--- config.mk ---
export PLATFORM = sky130hd
export DESIGN_NAME = bus_address_filter_with_group_table
export DESIGN_NICKNAME = d
export VERILOG_FILES = /design/src/rtl/bafg_pkg.sv /design/src/rtl/bus_address_filter_with_group_table.sv /design/src/rtl/bafg_cell.sv
export SDC_FILE = /design/constraint.sdc
export NUM_CORES = 1
export LEC_CHECK = 0
export BUFFER_PORTS_ARGS = -buffer_cell sky130_fd_sc_hd__buf_2
export CAP_MARGIN = 20
export CORE_UTILIZATION = 50
export DETAILED_ROUTE_END_ITERATION = 10
export PLACE_DENSITY = 0.67
export SLEW_MARGIN = 0
export SYNTH_ARGS = -nofsm -noshare
export SYNTH_HDL_FRONTEND = slang
export SYNTH_SLANG_ARGS = --single-unit
--- constraint.sdc ---
create_clock -name i_clk -period 2.5 [get_ports i_clk]
set_clock_uncertainty 0.1 [all_clocks]
set_input_delay 0 -clock i_clk [delete_from_list [all_inputs] [get_ports i_clk]]
set_output_delay 0 -clock i_clk [all_outputs]
set_load 0.02 [all_outputs]
--- src/rtl/bafg_pkg.sv ---
// bafg_pkg: shared types and constants for the bus address filter with group table.
// Used by bafg_cell and bus_address_filter_with_group_table; no dependencies.
package bafg_pkg;

    localparam int GROUP_ENTRIES_DEF = 8;
    localparam int ADDRESS_WIDTH_DEF = 8;

    localparam int IN_ADDR_W = 8;
    localparam int OP_W      = 2;
    localparam int CFG_IDX_W = 2;

    // Operation codes
    localparam logic [OP_W-1:0] OP_CLASSIFY = 2'd0;
    localparam logic [OP_W-1:0] OP_JOIN     = 2'd1;
    localparam logic [OP_W-1:0] OP_LEAVE    = 2'd2;

    // Configuration register indexes
    localparam logic [CFG_IDX_W-1:0] REG_LOCAL_ADDRESS     = 2'd0;
    localparam logic [CFG_IDX_W-1:0] REG_MULTICAST_MASK    = 2'd1;
    localparam logic [CFG_IDX_W-1:0] REG_BROADCAST_ADDRESS = 2'd2;

    localparam int MC_MASK_RST  = 128;
    localparam int BCAST_RST    = 255;

    typedef struct packed {
        logic [OP_W-1:0]      operation;
        logic [IN_ADDR_W-1:0] address;
    } t_in_beat;

    typedef struct packed {
        logic status_ok;
        logic is_local;
        logic is_broadcast;
        logic is_multicast;
        logic is_unicast;
        logic is_group_member;
    } t_out_beat;

    // Control token that walks down the cell chain with the address
    typedef struct packed {
        logic            vld;
        logic [OP_W-1:0] op;
        logic            is_local;
        logic            is_bc;
        logic            is_mc;
        logic            done;
        logic            member;
    } t_tok;

endpackage

--- src/rtl/bus_address_filter_with_group_table.sv ---
// bus_address_filter_with_group_table: top level, config registers, classify, result buffer.
// Depends on bafg_pkg and bafg_cell.
//
// Classifies a bus address against the local, broadcast and multicast settings and
// keeps a table of joined multicast groups (zero marks a free slot, cleared at reset).
// Join stores a multicast address in the first free slot, leave clears the first match.
// The table is a row of GROUP_ENTRIES cells; the item's token steps through one cell per
// cycle. Only one item is in the chain at a time: a new beat is not taken until the token
// of the last one has left the last cell. One finished result can wait on the output
// while the next beat is worked on. Configuration writes are always ready and must only
// be issued while the block is idle.
module bus_address_filter_with_group_table #(
    parameter int GROUP_ENTRIES = bafg_pkg::GROUP_ENTRIES_DEF,
    parameter int ADDRESS_WIDTH = bafg_pkg::ADDRESS_WIDTH_DEF
) (
    input  logic                             i_clk,
    input  logic                             i_rst_n,
    input  logic                             i_in_valid,
    output logic                             o_in_stall,
    input  bafg_pkg::t_in_beat               i_in_data,
    output logic                             o_out_valid,
    input  logic                             i_out_stall,
    output bafg_pkg::t_out_beat              o_out_data,
    input  logic                             i_cfg_valid,
    output logic                             o_cfg_ready,
    input  logic [bafg_pkg::CFG_IDX_W-1:0]   i_cfg_index,
    input  logic [ADDRESS_WIDTH-1:0]         i_cfg_data
);

    localparam logic [ADDRESS_WIDTH-1:0] MC_RST = ADDRESS_WIDTH'(bafg_pkg::MC_MASK_RST);
    localparam logic [ADDRESS_WIDTH-1:0] BC_RST = ADDRESS_WIDTH'(bafg_pkg::BCAST_RST);

    logic [ADDRESS_WIDTH-1:0] r_local;
    logic [ADDRESS_WIDTH-1:0] r_mc_mask;
    logic [ADDRESS_WIDTH-1:0] r_bcast;

    logic                     r_busy;
    logic                     r_out_vld;
    bafg_pkg::t_out_beat      r_out;
    logic                     r_skid_vld;
    bafg_pkg::t_out_beat      r_skid;

    logic                     w_accept;
    logic                     w_cfg_we;
    logic                     w_take;
    logic [ADDRESS_WIDTH+bafg_pkg::IN_ADDR_W-1:0] w_addr_ext;
    logic [ADDRESS_WIDTH-1:0] w_addr_in;
    logic                     w_bc;
    logic                     w_mc;
    bafg_pkg::t_out_beat      w_fin;
    logic                     w_fin_vld;

    bafg_pkg::t_tok           w_tok  [0:GROUP_ENTRIES];
    logic [ADDRESS_WIDTH-1:0] w_addr [0:GROUP_ENTRIES];

    assign o_cfg_ready = 1'b1;
    assign w_cfg_we    = i_cfg_valid;
    assign o_in_stall  = r_busy | r_skid_vld;
    assign w_accept    = i_in_valid & ~o_in_stall;
    assign w_take      = r_out_vld & ~i_out_stall;

    // Bits above ADDRESS_WIDTH are dropped, missing ones are zero
    assign w_addr_ext = {{ADDRESS_WIDTH{1'b0}}, i_in_data.address};
    assign w_addr_in  = w_addr_ext[ADDRESS_WIDTH-1:0];
    assign w_bc       = (w_addr_in == r_bcast);
    assign w_mc       = ((w_addr_in & r_mc_mask) != '0) & ~w_bc;

    always_comb begin
        w_tok[0]          = '0;
        w_tok[0].vld      = w_accept;
        w_tok[0].op       = i_in_data.operation;
        w_tok[0].is_local = (w_addr_in == r_local);
        w_tok[0].is_bc    = w_bc;
        w_tok[0].is_mc    = w_mc;
    end
    assign w_addr[0] = w_addr_in;

    for (genvar g = 0; g < GROUP_ENTRIES; g++) begin : g_cell
        bafg_cell #(
            .ADDRESS_WIDTH(ADDRESS_WIDTH)
        ) u_cell (
            .i_clk  (i_clk),
            .i_rst_n(i_rst_n),
            .i_tok  (w_tok[g]),
            .i_addr (w_addr[g]),
            .o_tok  (w_tok[g+1]),
            .o_addr (w_addr[g+1])
        );
    end

    assign w_fin_vld = w_tok[GROUP_ENTRIES].vld;

    always_comb begin
        w_fin.status_ok       = (w_tok[GROUP_ENTRIES].op == bafg_pkg::OP_CLASSIFY) |
                                (((w_tok[GROUP_ENTRIES].op == bafg_pkg::OP_JOIN) |
                                  (w_tok[GROUP_ENTRIES].op == bafg_pkg::OP_LEAVE)) &
                                 w_tok[GROUP_ENTRIES].done);
        w_fin.is_local        = w_tok[GROUP_ENTRIES].is_local;
        w_fin.is_broadcast    = w_tok[GROUP_ENTRIES].is_bc;
        w_fin.is_multicast    = w_tok[GROUP_ENTRIES].is_mc;
        w_fin.is_unicast      = ~w_tok[GROUP_ENTRIES].is_bc & ~w_tok[GROUP_ENTRIES].is_mc;
        w_fin.is_group_member = w_tok[GROUP_ENTRIES].member;
    end

    // Configuration registers
    always_ff @(posedge i_clk) begin
        if (!i_rst_n) begin
            r_local   <= '0;
            r_mc_mask <= MC_RST;
            r_bcast   <= BC_RST;
        end else if (w_cfg_we) begin
            unique case (i_cfg_index)
                bafg_pkg::REG_LOCAL_ADDRESS:     r_local   <= i_cfg_data;
                bafg_pkg::REG_MULTICAST_MASK:    r_mc_mask <= i_cfg_data;
                bafg_pkg::REG_BROADCAST_ADDRESS: r_bcast   <= i_cfg_data;
                default: ;
            endcase
        end
    end

    // One item in the chain at a time
    always_ff @(posedge i_clk) begin
        if (!i_rst_n) begin
            r_busy <= 1'b0;
        end else if (w_accept) begin
            r_busy <= 1'b1;
        end else if (w_fin_vld) begin
            r_busy <= 1'b0;
        end
    end

    // Output register plus one skid entry for a result that finishes while stalled
    always_ff @(posedge i_clk) begin
        if (!i_rst_n) begin
            r_out_vld  <= 1'b0;
            r_skid_vld <= 1'b0;
        end else if (w_take || !r_out_vld) begin
            r_out_vld  <= r_skid_vld | w_fin_vld;
            r_skid_vld <= r_skid_vld & w_fin_vld;
        end else if (w_fin_vld) begin
            r_skid_vld <= 1'b1;
        end
    end

    always_ff @(posedge i_clk) begin
        if (w_take || !r_out_vld) begin
            if (r_skid_vld) begin
                r_out  <= r_skid;
                r_skid <= w_fin;
            end else begin
                r_out  <= w_fin;
            end
        end else if (w_fin_vld) begin
            r_skid <= w_fin;
        end
    end

    assign o_out_valid = r_out_vld;
    assign o_out_data  = r_out;

endmodule

--- src/rtl/bafg_cell.sv ---
// bafg_cell: one group table slot; updates its entry as the token passes and forwards it.
// Depends on bafg_pkg (t_tok, operation codes).
module bafg_cell #(
    parameter int ADDRESS_WIDTH = bafg_pkg::ADDRESS_WIDTH_DEF
) (
    input  logic                     i_clk,
    input  logic                     i_rst_n,
    input  bafg_pkg::t_tok           i_tok,
    input  logic [ADDRESS_WIDTH-1:0] i_addr,
    output bafg_pkg::t_tok           o_tok,
    output logic [ADDRESS_WIDTH-1:0] o_addr
);

    logic [ADDRESS_WIDTH-1:0] r_entry;
    logic [ADDRESS_WIDTH-1:0] n_entry;
    logic [ADDRESS_WIDTH-1:0] r_addr;
    bafg_pkg::t_tok           r_tok;
    bafg_pkg::t_tok           n_tok;
    logic                     w_addr_nz;
    logic                     w_hit;
    logic                     w_free;

    assign w_addr_nz = (i_addr != '0);
    assign w_hit     = (r_entry == i_addr);
    assign w_free    = (r_entry == '0);

    always_comb begin
        n_tok   = i_tok;
        n_entry = r_entry;
        if (i_tok.vld) begin
            // membership looks at the entry before any update in this slot
            n_tok.member = i_tok.member | (w_hit & w_addr_nz);
            if (!i_tok.done) begin
                if (i_tok.op == bafg_pkg::OP_JOIN && i_tok.is_mc && w_free) begin
                    n_entry    = i_addr;
                    n_tok.done = 1'b1;
                end else if (i_tok.op == bafg_pkg::OP_LEAVE && w_addr_nz && w_hit) begin
                    n_entry    = '0;
                    n_tok.done = 1'b1;
                end
            end
        end
    end

    always_ff @(posedge i_clk) begin
        if (!i_rst_n) begin
            r_tok   <= '0;
            r_entry <= '0;
        end else begin
            r_tok   <= n_tok;
            r_entry <= n_entry;
        end
    end

    always_ff @(posedge i_clk) begin
        r_addr <= i_addr;
    end

    assign o_tok  = r_tok;
    assign o_addr = r_addr;

endmodule

# Word level (Yosys, flattened, before mapping)

Cells that the tools add are included.

Register bits after elaboration: 223
Word-level logic and storage cells: 288
Input port bits: 25
Output and inout bits: 9

Reduce and logical (&&, ||, !) cells: 76
Equality and inequality tests: 31
Multiplexer cells: 54
Bitwise gates (word level): 38

Operator list:

| kind                                                | number |
|---|---|
| two-way mux 8 bit                                   | 16 |
| equality test 8 bit                                 | 10 |
| nonzero test 8 bit                                  | 9 |
| logical NOT 8 bit                                   | 8 |
| logical AND 1 bit                                   | 32 |
| two-way mux 1 bit                                   | 27 |
| two-way mux 6 bit                                   | 4 |
| AND reduction 3 bit                                 | 7 |
| equality test 2 x 1 -> 1 bit, second input constant | 10 |
| equality test 2 bit, second input constant          | 10 |
| nonzero test 2 bit                                  | 10 |
| bitwise AND 1 bit                                   | 14 |
| two-way mux 2 bit                                   | 7 |
| inverter 1 bit                                      | 12 |
| AND reduction 2 bit                                 | 6 |
| OR 1 bit                                            | 11 |
| bitwise AND 8 bit                                   | 1 |
| logical NOT 2 bit                                   | 2 |
| inequality test 2 bit, second input constant        | 1 |
| logical NOT 1 bit                                   | 1 |
| logical OR 1 bit                                    | 1 |

# Longest topological paths before layout

Depth after elaboration: 7
Depth in mapped cells: 7
Gate-level depth less buffers: 5

# Modules after synthesis

From an unflattened synthesis, not the netlist that was laid out.

Cells, all modules: 872
Area total of the unflattened synthesis: 9098.7 um^2

By module, submodules not included:

| module                              | area each (um^2) | sequential area each (um^2) | cells each | instances |
|---|---|---|---|---|
| bafg_cell                           | 919.6            | 480.5                       | 89         | 8 |
| bus_address_filter_with_group_table | 1741.7           | 900.9                       | 160        | 1 |

# Worst setup path after synthesis

No wires, ideal clock.

Path type: register -> register
Start point: register r_skid_vld
End point: register g_cell[0].u_cell.r_entry[0]
Arrival time: 1.690 ns
Path buffers: 2
Setup slack: 0.592 ns
Period minus slack after synthesis: 1.908 ns
Data required time: 2.283 ns
Stages on the path, launching flop included: 8
Cells stage by stage: dfxtp_1 > buf_6 > or2_4 > nor2_8 > nand4_2 > o32a_1 > buf_6 > a32o_1

Longest elaborated chain between the ends: 4

Ends and longest elaborated chain:

| item                          | line                                       | source |
|---|---|---|
| from (decl)                   | bus_address_filter_with_group_table.sv:40  | `logic r_skid_vld;` |
| from (signal assigned)        | bus_address_filter_with_group_table.sv:139 | `r_skid_vld <= r_skid_vld & w_fin_vld;` |
| OR 1 bit                      | bus_address_filter_with_group_table.sv:58  | `assign o_in_stall = r_busy \| r_skid_vld;` |
| via o_in_stall                | bus_address_filter_with_group_table.sv:19  | `output logic o_in_stall,` |
| inverter 1 bit                | bus_address_filter_with_group_table.sv:59  | `assign w_accept = i_in_valid & ~o_in_stall;` |
| bitwise AND 1 bit             | bus_address_filter_with_group_table.sv:59  |  |
| AND reduction 2 bit (no line) | --                                         |  |
| to (signal assigned)          | bafg_cell.sv:51                            | `r_entry <= n_entry;` |
| to (decl)                     | bafg_cell.sv:14                            | `logic [ADDRESS_WIDTH-1:0] r_entry;` |

The timed path passes the listed nets, and every way through them passes these cells.
A chain may end at the register's enable or synchronous reset.

# Final worst setup path

Start point: register g_cell[7].u_cell.r_entry[2]
End point: register g_cell[7].u_cell.r_entry[2]

Longest elaborated chain between the ends: 4

Ends and longest elaborated chain:

| item                                                     | line |
|---|---|
| from (decl)                                              | bafg_cell.sv:14 |
| from (signal assigned)                                   | bafg_cell.sv:51 |
| equality test 8 bit or logical NOT 8 bit (tied branches) | bafg_cell.sv:24, bafg_cell.sv:25 |
| logical AND 1 bit (on tied branches)                     | bafg_cell.sv:37, bafg_cell.sv:34 |
| nonzero test 2 bit (no line)                             | -- |
| AND reduction 3 bit (no line)                            | -- |

Parallel ways exist; a longest one is shown, timed or not.

==> results.yml <==
sta:
  hold_viol_final: 0
  hold_ws_ns: 0.2044
  rsz0062_at_grt: "false"
  setup_viol: 0
  finalCriticalPeriod_ns: 2.116
  setup_tns_ns: 0
  period_share: 0.8466
  max_slew_margin: 0.4673
  worst_pin_slew_ns: 0.7970
  slew_violations: 0
  fmax_mhz: 472.5
synth:
  yosysSeqAreaShare: 0.5536
  syn-cell-area_um2: 8282
  syn_avg_cell_area_um2: 10.10
  ys.flop_type: "dfxtp_1"
  synth_seq_cells: 223
  syn_nets: 846
  async_reset_ff_frac: 0
  synth_edf_count: 12
  synth_cell_types: 53
  yosysWarnings: 0
  syn_inst: 820
grt:
  grt_pass1_wl_um: 28990
  grt.overflow.total: 0
  grtUsageTotal: 0.2120
  grt_max_degree: 35
  grt_pass1_vias: 5984
  antenna_found_initial: 1
critical_path:
  critPathSlowestCell: "nor4_1"
  cp_num_buf_inv: 0
  reg2reg_depth: 5
  rrSetupSlack_ns: 0.38
  cp.depth: 5
  crit_type: "flip-flop to flip-flop"
  r2r-end: "g_cell[7].u_cell.r_entry[2]$_SDFFE_PN0P_"
  cp_top_family: "simple AND/OR/NAND/NOR gates"
  reg2reg_from: "g_cell[7].u_cell.r_entry[2]$_SDFFE_PN0P_"
  crit_chain: "xor2_1 > nor4_1 > nand4_1 > a31oi_1 > o21ai_0"
  critPathLaunch: "g_cell[7].u_cell.r_entry[2]$_SDFFE_PN0P_"
  worstPathRequired_ns: 2.75
  cp-endpoint: "g_cell[7].u_cell.r_entry[2]$_SDFFE_PN0P_"
  startpoint_type: "flip-flop"
  max_stage_delay_ns: 0.55
  worstPathArrival_ns: 2.37
  end_kind: "flip-flop"
  critPathMaxFanout: 7
pwr:
  leakage_nw: 3.610
  p_switching_mw: 1.590
  vdd_ir_drop_max_mv: 0.4426
  swShare: 0.2109
  combinationalPowerShare: 0.042
  seqPwrFrac: 0.497
  powerDensity_nw_per_um2: 772.9
  clockPowerShare: 0.461
  p_total_mw: 7.539
  p_int_mw: 5.950
drt:
  wl_per_cell_um: 15.59
  drcViolationCount: 0
  dr.first_iter.drc_count: 354
  ant_nets: 0
  via_per_inst: 5.338
  first_pass_iters: 5
  vias: 5957
  drt_wl_total_um: 17400
cells_and_area:
  final_cell_mix: "211 x dfxtp_1, 93 x nand2_1, 51 x o21ai_0, 49 x and2_1, 44 x xnor2_1"
  layout-drive-gt1-share: 0.1046
  layout_commonest_cell: "dfxtp_1"
  final_cell_count_no_fill: 1116
  area_growth_pct: 17.78
  layout.nets: 910
  final_area_um2: 9754
floorplanning:
  fp.dieW_um: 130.7
  ios: 34
  dieArea_um2: 17080
  die_h_um: 130.7
  start_util: 0.5176
  rows: 46
  coreArea_um2: 16000
job:
  maxCapViolCount: 0
place:
  portBuffers: 32
  hpwl_um: 11930
  gp_congestion: 0.8437
  dp_cells: 1038
  placed_area_um2: 8602
clock_network:
  htree_levels: 1
  clock_latency_ns: 0.49
  post_cts_buffers: 0
  clk_pin_slew_worst_paths_ns: 0.06
  cts.sink_count: 223
  cts_made_buffers: 23
  clockBufferDepth: 3
  cts_tree: "built"
  cts_root_buf: "clkbuf_16"
min_path:
  hold_start: "i_in_data[0]"
  hold_path.class: "input port to flip-flop"
outcome:
  status: "finished clean"
## timing repair
action,4_1_cts,5_1_grt
hold endpoints to repair,81,0
gates resized for setup,0,0
hold buffers,37,0
## power by group through the flow
stage / Clock, mW / Sequential (mW) / Combinational (mW)
after global routing: 3.68 / 3.76 / 0.345
after floorplan: 0 / 3.80 / 0.203
after detailed placement: 0 / 3.83 / 0.271
after global placement: 0 / 3.83 / 0.265
final: 3.48 / 3.75 / 0.314
after CTS: 3.53 / 3.75 / 0.312
## layer usage
layer,vias up,track usage,routed length (µm)
met5,-,0,0
met4,0,0.06423,383
met3,32,0.03624,781
met2,139,0.3760,8581
met1,2832,0.2628,7650
li1,2954,-,-
## Yosys cell counts (3+ instances only)
master,count,area [µm²]
nand4_1,12,75.07
and2_0,3,18.77
a21oi_1,5,25.02
nor2_1,33,123.9
xor2_1,36,315.3
nor2b_1,4,25.02
nand3_1,33,165.2
o31a_1,4,35.03
buf_1,6,22.52
mux2_2,6,67.56
inv_1,29,108.9
o211ai_1,6,45.04
and2_1,49,306.5
nor4b_1,10,87.58
mux2i_1,16,160.2
dfxtp_1,211,4224
nand2b_1,3,18.77
o21a_1,5,37.54
clkbuf_1,20,75.07
o21ai_0,51,255.2
nand2_1,93,349.1
nand3b_1,5,37.54
a32o_1,8,80.08
a31oi_1,4,25.02
nor3b_1,4,30.03
edfxtp_1,12,360.4
buf_2,9,45.04
a22oi_1,30,225.2
xnor2_1,44,385.4
nor3_1,17,85.08
nor4_1,23,143.9
## cell families (layout without fill, tap and decap cells)
family | count (synthesis) | in the layout | share of synthesized area
XOR/XNOR | 80 | 80 | 0.08460
flip-flops | 223 | 223 | 0.5536
adder cells (fa/ha/maj) | 1 | 1 | 0.001511
buffers and inverters | 67 | 146 | 0.03399
multiplexers | 22 | 22 | 0.02750
other | 1 | 2 | 0.0004528
AND/OR/NAND/NOR | 306 | 306 | 0.2029
AO/OA/AOI/OAI | 120 | 120 | 0.09548
## how the worst min path moves through the flow
stage | cells after the start | end
after floorplan | 0 | g_cell[0].u_cell.o_addr[0]$_DFF_P_
after global placement | 1 | g_cell[0].u_cell.o_addr[1]$_DFF_P_
after detailed placement | 1 | g_cell[0].u_cell.o_addr[0]$_DFF_P_
after CTS | 2 | g_cell[0].u_cell.o_addr[5]$_DFF_P_
after global routing | 2 | g_cell[0].u_cell.o_addr[0]$_DFF_P_
final | 2 | g_cell[0].u_cell.o_addr[0]$_DFF_P_
## flip-flops by register name, indices dropped and copies added, names as in the netlist
signal	flops
r_skid_vld	1
g_cell.u_cell.r_entry	64
r_local	8
g_cell.u_cell.o_addr	56
r_bcast	8
r_mc_mask	8
g_cell.u_cell.o_tok	64
r_busy	1
o_out_data	6
r_skid	6
o_out_valid	1
## through the flow
stage	setup WS, ns	util
after detailed placement	0.4329	0.5376
after global routing	0.2233	0.6095
final	0.3835	0.6096
after floorplan	0.5924	-
after global placement	0.5093	0.5376
after CTS	0.4174	0.6095
## final cells by class
cell class	count	area, µm²
Fill cell	1356	6246
Sequential cell	223	4584
Multi-Input combinational cell	530	3416
Clock buffer	30	651.9
Timing Repair Buffer	77	593.1
Tap cell	216	270.3
Clock inverter	10	127.6
Inverter	29	108.9
Antenna cell	1	2.502
(Power assumes the default switching activity.)
